**config.mk**
```make
export PLATFORM = sky130hd
export DESIGN_NAME = lrpc_cordic
export DESIGN_NICKNAME = d
export VERILOG_FILES = /design/src/hw/rtl/lrpc_pkg.sv /design/src/hw/rtl/lrpc_cordic.sv
export SDC_FILE = /design/constraint.sdc
export NUM_CORES = 2
export LEC_CHECK = 0
export ABC_AREA = 1
export BUFFER_PORTS_ARGS = -buffer_cell sky130_fd_sc_hd__buf_2
export CORE_UTILIZATION = 27
export CTS_BUF_LIST = sky130_fd_sc_hd__clkbuf_16
export CTS_CLUSTER_SIZE = 10
export DETAILED_ROUTE_END_ITERATION = 10
export GPL_TIMING_DRIVEN = 1
export HOLD_SLACK_MARGIN = 0.12
export MAX_ROUTING_LAYER = met4
export PLACE_DENSITY_LB_ADDON = 0.15
export SYNTH_ARGS = -nofsm -noshare
export SYNTH_HDL_FRONTEND = slang
export SYNTH_SLANG_ARGS = --single-unit
export TNS_END_PERCENT = 30
```
**constraint.sdc**
```tcl
create_clock -name i_clk -period 11.75 [get_ports i_clk]
set_input_delay 2.35 -clock i_clk [delete_from_list [all_inputs] [get_ports i_clk]]
set_output_delay 2.35 -clock i_clk [all_outputs]
set_load 0.1 [all_outputs]
```
**src/hw/rtl/lrpc_pkg.sv**
```systemverilog
// shared types, constants and arithmetic helpers of the lidar range to point converter
package lrpc_pkg;

    localparam int RANGE_W  = 16;
    localparam int COLUMN_W = 12;
    localparam int ROW_W    = 6;
    localparam int ANGLE_W  = 16;
    localparam int TRIG_W   = 16;
    localparam int COORD_W  = 17;
    localparam int CORD_W   = 33;
    localparam int MASK_W   = 64;

    localparam int APB_ADDR_W = 6;
    localparam int APB_DATA_W = 64;

    localparam int CORDIC_STAGES = 16;
    localparam int CORDIC_PAIRS  = CORDIC_STAGES / 2;
    localparam int CORDIC_LAT    = CORDIC_PAIRS + 2;

    localparam logic signed [CORD_W-1:0] CORDIC_X0 = 33'sd652032874;

    localparam logic signed [CORD_W-1:0] ATAN_TURNS [CORDIC_STAGES] = '{
        33'sd536870912, 33'sd316933406, 33'sd167458907, 33'sd85004756,
        33'sd42667331,  33'sd21354465,  33'sd10679838,  33'sd5340245,
        33'sd2670163,   33'sd1335087,   33'sd667544,    33'sd333772,
        33'sd166886,    33'sd83443,     33'sd41722,     33'sd20861
    };

    localparam logic [2:0] REG_RANGE_LO    = 3'd0;
    localparam logic [2:0] REG_RANGE_HI    = 3'd1;
    localparam logic [2:0] REG_YAW_START   = 3'd2;
    localparam logic [2:0] REG_YAW_STEP    = 3'd3;
    localparam logic [2:0] REG_PITCH_START = 3'd4;
    localparam logic [2:0] REG_PITCH_STEP  = 3'd5;
    localparam logic [2:0] REG_ROW_MASK    = 3'd6;

    typedef struct packed {
        logic signed [CORD_W-1:0] x;
        logic signed [CORD_W-1:0] y;
        logic signed [CORD_W-1:0] z;
    } t_cordic_vec;

    function automatic t_cordic_vec cordic_rotate(input t_cordic_vec v, input logic [3:0] k);
        t_cordic_vec r;
        logic signed [CORD_W-1:0] dx;
        logic signed [CORD_W-1:0] dy;
        dx = $signed(v.y) >>> k;
        dy = $signed(v.x) >>> k;
        if (!v.z[CORD_W-1]) begin
            r.x = v.x - dx;
            r.y = v.y + dy;
            r.z = v.z - ATAN_TURNS[k];
        end else begin
            r.x = v.x + dx;
            r.y = v.y - dy;
            r.z = v.z + ATAN_TURNS[k];
        end
        return r;
    endfunction

    // scale 2^30 to 2^15, half away from zero, saturated
    function automatic logic signed [TRIG_W-1:0] round_trig(input logic signed [CORD_W-1:0] v);
        logic signed [CORD_W:0] ve;
        logic [CORD_W:0]        mag;
        logic [18:0]            q;
        logic signed [TRIG_W-1:0] sat;
        ve  = (CORD_W+1)'(v);
        mag = ve[CORD_W] ? (CORD_W+1)'(-ve) : (CORD_W+1)'(ve);
        q   = 19'((mag + 34'd16384) >> 15);
        sat = (q > 19'd32767) ? 16'sd32767 : $signed(q[15:0]);
        return v[CORD_W-1] ? -sat : sat;
    endfunction

    function automatic logic signed [COORD_W-1:0] round_z(input logic signed [32:0] v);
        logic signed [33:0] ve;
        logic [33:0]        mag;
        logic [16:0]        q;
        ve  = 34'(v);
        mag = ve[33] ? 34'(-ve) : 34'(ve);
        q   = 17'((mag + 34'd16384) >> 15);
        return v[32] ? -$signed(q) : $signed(q);
    endfunction

    function automatic logic signed [COORD_W-1:0] round_xy(input logic signed [48:0] v);
        logic signed [49:0] ve;
        logic [49:0]        mag;
        logic [16:0]        q;
        ve  = 50'(v);
        mag = ve[49] ? 50'(-ve) : 50'(ve);
        q   = 17'((mag + 50'd536870912) >> 30);
        return v[48] ? -$signed(q) : $signed(q);
    endfunction

endpackage

```
**src/hw/rtl/lrpc_cordic.sv**
```systemverilog
// pipelined rotation-mode cordic giving sine and cosine of a binary angle
module lrpc_cordic (
    input  logic                                 i_clk,
    input  logic                                 i_en,
    input  logic [lrpc_pkg::ANGLE_W-1:0]         i_angle,
    output logic signed [lrpc_pkg::TRIG_W-1:0]   o_sin,
    output logic signed [lrpc_pkg::TRIG_W-1:0]   o_cos
);

    lrpc_pkg::t_cordic_vec r_vec  [lrpc_pkg::CORDIC_PAIRS+1];
    logic                  r_flip [lrpc_pkg::CORDIC_PAIRS+1];
    logic signed [lrpc_pkg::TRIG_W-1:0] r_sin;
    logic signed [lrpc_pkg::TRIG_W-1:0] r_cos;

    logic [lrpc_pkg::ANGLE_W-1:0] quad;
    logic                         flip;
    logic [lrpc_pkg::ANGLE_W-1:0] folded;
    lrpc_pkg::t_cordic_vec        n_vec0;

    // fold into the right half plane
    always_comb begin
        quad     = i_angle + 16'h4000;
        flip     = quad[lrpc_pkg::ANGLE_W-1];
        folded   = flip ? i_angle + 16'h8000 : i_angle;
        n_vec0.x = lrpc_pkg::CORDIC_X0;
        n_vec0.y = '0;
        n_vec0.z = {folded[lrpc_pkg::ANGLE_W-1], folded, 16'h0000};
    end

    always_ff @(posedge i_clk) begin
        if (i_en) begin
            r_vec[0]  <= n_vec0;
            r_flip[0] <= flip;
        end
    end

    for (genvar j = 0; j < lrpc_pkg::CORDIC_PAIRS; j++) begin : g_pair
        lrpc_pkg::t_cordic_vec mid;
        lrpc_pkg::t_cordic_vec n_vec;
        always_comb begin
            mid   = lrpc_pkg::cordic_rotate(r_vec[j], 4'(2*j));
            n_vec = lrpc_pkg::cordic_rotate(mid, 4'(2*j+1));
        end
        always_ff @(posedge i_clk) begin
            if (i_en) begin
                r_vec[j+1]  <= n_vec;
                r_flip[j+1] <= r_flip[j];
            end
        end
    end

    logic signed [lrpc_pkg::TRIG_W-1:0] n_sin;
    logic signed [lrpc_pkg::TRIG_W-1:0] n_cos;

    always_comb begin
        n_cos = lrpc_pkg::round_trig(r_vec[lrpc_pkg::CORDIC_PAIRS].x);
        n_sin = lrpc_pkg::round_trig(r_vec[lrpc_pkg::CORDIC_PAIRS].y);
        if (r_flip[lrpc_pkg::CORDIC_PAIRS]) begin
            n_cos = -n_cos;
            n_sin = -n_sin;
        end
    end

    always_ff @(posedge i_clk) begin
        if (i_en) begin
            r_sin <= n_sin;
            r_cos <= n_cos;
        end
    end

    assign o_sin = r_sin;
    assign o_cos = r_cos;

endmodule

```
* Yosys cells after proc, flatten, opt, wreduce, memory -nomap -nowiden
Memory sizes are Yosys's and may differ from the RTL's.
Cells that the tools add are included.
Widths: inputs -> output; s select.
** Storage, ports and cells
- Word-level logic and storage cells :: 138
- Memories kept :: 2
- Register bits :: 32
- Bits in writable memories :: 900
** Memory list
- r_vec :: depth 9, width 99, read ports 9, clocked after Yosys merged registers in 0, write ports 9, RTL line lrpc_cordic.sv:10 : lrpc_pkg::t_cordic_vec r_vec [lrpc_pkg::CORDIC_PAIRS+1];
- r_flip :: depth 9, width 1, read ports 9, clocked after Yosys merged registers in 0, write ports 9, RTL line lrpc_cordic.sv:11 : logic r_flip [lrpc_pkg::CORDIC_PAIRS+1];
** Operators by class
- Magnitude comparators :: 2
- Muxes and demuxes :: 27
- Add/sub/neg operators :: 105
** Operators by type and width (count)
- $mux 99 :: 16
- $mux 16 :: 7
- $add 34x15->34 const B :: 2
- $mux 34 :: 2
- $neg 33->34 :: 2
- $add 33x18->33 :: 2
- $add 33x19->33 :: 2
- $add 33x20->33 :: 2
- $add 33x21->33 :: 2
- $add 33x22->33 :: 2
- $add 33x23->33 :: 2
- $add 33x24->33 :: 2
- $add 33x25->33 :: 2
- $add 33x26->33 :: 2
- $add 33x27->33 :: 2
- $add 33x28->33 :: 2
- $add 33x29->33 :: 2
- $add 33x30->33 :: 2
- $add 33x31->33 :: 2
- $add 33x32->33 :: 2
- $sub 33x18->33 :: 2
- $sub 33x19->33 :: 2
- $sub 33x20->33 :: 2
- $sub 33x21->33 :: 2
- other kinds (50) :: 67

* Depth between registers and ports, before layout
An unclocked memory read counts as a cell.
- Depth after elaboration :: 10
- Gate-level depth with buffers :: 45
- Depth with buffers taken out :: 45

* Least setup slack after synthesis
Ideal clock, no wire load.
- Path kind :: register to register
- Start point :: memory r_vec[0][230] (netlist bit)
- End point :: memory r_vec[0][393] (netlist bit) (data pin)
- Period minus slack after synthesis :: 7.402 ns
- Cell stages (with the launch flop) :: 35
- Path slack :: 4.348 ns
- Buffers on the path :: 4
- Data arrival time :: 7.140 ns
- Data required time :: 11.488 ns
- Cells stage by stage :: edfxtp_1 -> inv_1 -> clkbuf_1 -> buf_1 -> ha_1 -> nand3_1 -> nand2_1 -> a31oi_1 -> o21ai_0 -> a21oi_1 -> o21ai_0 -> a21boi_0 -> o21ai_0 -> a21oi_1 -> nand3b_1 -> nand2_1 -> buf_2 -> buf_2 -> nand2_1 -> o21ai_0 -> inv_1 -> fa_1 -> o21ai_0 -> a21boi_0 -> o21ai_0 -> a21oi_1 -> o21bai_1 -> a21boi_0 -> o21ai_0 -> a21oi_1 -> inv_1 -> a21oi_1 -> o21ai_0 -> a21oi_1 -> xor2_1
** RTL lines (RTL line)
- start: declaration :: lrpc_cordic.sv:10

==> out/qor.txt <==
status -> complete, no violations
post-detail-place hpwl -> 276000 um
Hold Buf Count CTS -> 0
vias in the first global route -> 89828
Root Driver -> clkbuf_16
number of I/O pins -> 50
num rows -> 224
Die Y -> 615 um
Worst EP required -> 12.31 ns
Slowest cell on crit path -> clkinv_1
top_reg_cell synth -> edfxtp_1
Die ar. -> 0.379 sq mm
# resized after CTS -> 0
worst path arrival time -> 9.59 ns
fill count -> 41261
Post-CTS Setup Bufs -> 0
Reg clk slew, reported paths -> 0.05 ns
cts bufs inserted -> 104
vias per cell -> 4.76
layout cells sized above 1 -> 2.95%
first-pass GRT wire length -> 515000 um
Avg Inst Size Synth -> 7.26 sq um
DR WL/cell -> 17.1 um
Cell Area, Placed -> 0.108 sq mm
syn nets -> 15406
Seq/Total Area, Yosys -> 21.9%
Gate Count Post-Synth -> 13981
largest net degree at the start of global routing -> 146
#FFs+latches synth -> 740
final hold violation count -> 0
CTS H-tree lvls -> 3
r2r endpoint -> r_vec[0][459]
Clock Sinks -> 740
Total Routing Usage GR -> 17.4%
port bufs -> 49
Hold Path Sink -> r_flip[0][4]
WL final -> 327000 um
commonest cells after routing, fill and taps aside -> nand2_1, inv_1, a21oi_1, ha_1, nor2_1
Core ar. -> 0.373 sq mm
Post-synth EDFFs -> 740
initial antenna violation count -> 8
P&R area growth vs syn -> 9.45%
First DRT Iteration DRCs -> 5184
Remaining DRCs -> 0
Max Fclk -> 111 MHz
met3 wire len -> 7990 um
hold path startpoint -> r_flip[0][3]
routability-driven placement congestion ratio -> 0.902
CTS Buffer Depth -> 4
synth unique cells -> 67
final setup fails -> 0
commonest non-fill, non-tap cell in the layout -> nand2_1
Crit path largest cell delay -> 0.73 ns
Total Nets Final -> 15499
wire length on met2 -> 155000 um
reg2reg start -> r_vec[0][329]
crit end category -> register
Mapped Area -> 0.102 sq mm
CP Class -> reg2reg
Pins Over Slew Limit -> 0
DIE WIDTH -> 615 um
Worst setup SP type -> register
antenna-violating nets left -> 0
TNS Setup -> 0 ns
Worst Reg2Reg Path Length in Cells -> 34
CTS tree -> built
Async S/R FF share, synth -> 0%
clock latency on the worst-skew pair -> 0.86 ns
CP max FO -> 44
hold path depth -> 0
relative slew slack -> 30.1%
YS warnings -> 0
Core Util, Final -> 29.8%
worst reg2reg setup slack -> 2.72 ns
drt pass-1 iters -> 6
fin crit share -> 76.8%
Hold WC Path Type -> reg2reg
final setup skew -> 0.0493 ns
Tmin final -> 9.03 ns
max_cap viols -> 0
M1 WL -> 157000 um
Starting Density -> 27.2%
top sig layer -> met4
GR Overflow Total -> 0
vias -> 90861
design area -> 0.111 sq mm
RSZ-0062 raised after global routing -> no
worst slew pin tran -> 1.04 ns
[flip-flops by register name (all words and copies together) (netlist names)]
signal and cells:
o_cos 16, o_sin 16, r_flip 9, r_vec 699
[cells in the mapped netlist, types with 16 or more instances]
cell type | count | area, sq um
o21a_1 | 82 | 616
o31ai_1 | 68 | 510
a31oi_1 | 86 | 538
o21ai_0 | 685 | 3430
a21o_1 | 55 | 413
a221oi_1 | 23 | 201
o221ai_1 | 41 | 359
ha_1 | 1368 | 17100
a41oi_1 | 16 | 140
clkbuf_1 | 74 | 278
inv_1 | 1867 | 7010
nand2_1 | 2681 | 10100
nor3_1 | 215 | 1080
xnor2_1 | 603 | 5280
nor2_1 | 1224 | 4590
or2_2 | 39 | 244
edfxtp_1 | 740 | 22200
o21ai_1 | 76 | 380
nor2_2 | 21 | 131
a21boi_1 | 22 | 165
nand2_2 | 36 | 225
xor2_1 | 1204 | 10500
nand4_1 | 219 | 1370
nand3_1 | 468 | 2340
a21oi_1 | 1472 | 7370
inv_2 | 17 | 63.8
fa_1 | 39 | 781
buf_2 | 21 | 105
o21bai_1 | 76 | 571
nor4_1 | 69 | 432
nand3b_1 | 46 | 345
a211oi_1 | 57 | 428
a21boi_0 | 43 | 323
o211ai_1 | 100 | 751
[critical path, delay by kind of cell (launching register included)]
kind                     cells  cell delay [ns]
AO/OA/AOI/OAI               20             4.12
buffers and inverters        7             2.41
adder cells (fa/ha/maj)      2             0.95
AND/OR/NAND/NOR              3             0.59
flip-flops                   1             0.32
XOR/XNOR                     2             0.32
[area by class of cell]
| type | instances | area, sq um | share of cell area (%) |
|---|---|---|---|
| Antenna cell | 1 | 2.50 | 0.00225 |
| Clock buffer | 105 | 2630 | 2.36 |
| Sequential cell | 740 | 22200 | 20.0 |
| Clock inverter | 62 | 519 | 0.467 |
| Timing Repair Buffer | 94 | 643 | 0.579 |
| Inverter | 1890 | 7090 | 6.38 |
| Tap cell | 4972 | 6220 | 5.60 |
| Multi-Input combinational cell | 11244 | 71800 | 64.6 |
[logic make-up (layout without fill, tap and decap cells)]
group / after synthesis / after routing / synth area share (%)
compound gates: 2937 / 2937 / 16.3
xor+xnor: 1809 / 1809 / 15.6
fa+ha+maj: 1407 / 1407 / 17.6
buf+inv: 1997 / 2151 / 7.42
flops: 740 / 740 / 21.9
other cells: 0 / 1 / 0
simple gates: 5091 / 5091 / 21.2
[worst max path at each step]
| stage | startpoint | endpoint | slack, ns | cells after the start |
|---|---|---|---|---|
| CTS | r_vec[0][329] | r_vec[0][459] | 2.60 | 34 |
| global placement | r_vec[0][329] | r_vec[0][459] | 2.57 | 34 |
| finish | r_vec[0][329] | r_vec[0][459] | 2.72 | 34 |
| global route | r_vec[0][329] | r_vec[0][459] | 1.73 | 34 |
| detailed placement | r_vec[0][329] | r_vec[0][459] | 2.69 | 34 |
| floorplan | r_vec[0][230] | r_vec[0][393] | 4.35 | 34 |
[through the flow]
stage / instances / setup WS (ns) / hold slack, ns
finish: 19108 / 2.72 / 0.420
global route: 19108 / 1.73 / 0.422
CTS: 19107 / 2.60 / 0.420
detailed placement: 18940 / 2.69 / 0.407
global placement: 18940 / 2.57 / 0.403
floorplan: 13981 / 4.35 / 0.400
[per-layer routing]
metal | vias to the layer above | track usage [%]
met3 | 253 | 1.12
met1 | 41926 | 22.4
met5 | - | -
met2 | 1109 | 29.9
li1 | 47573 | -
met4 | 0 | 3.45
Power is left out: the tool's default activity adds up to more than one toggle a clock period on the data nets, which glitch-free logic cannot reach.
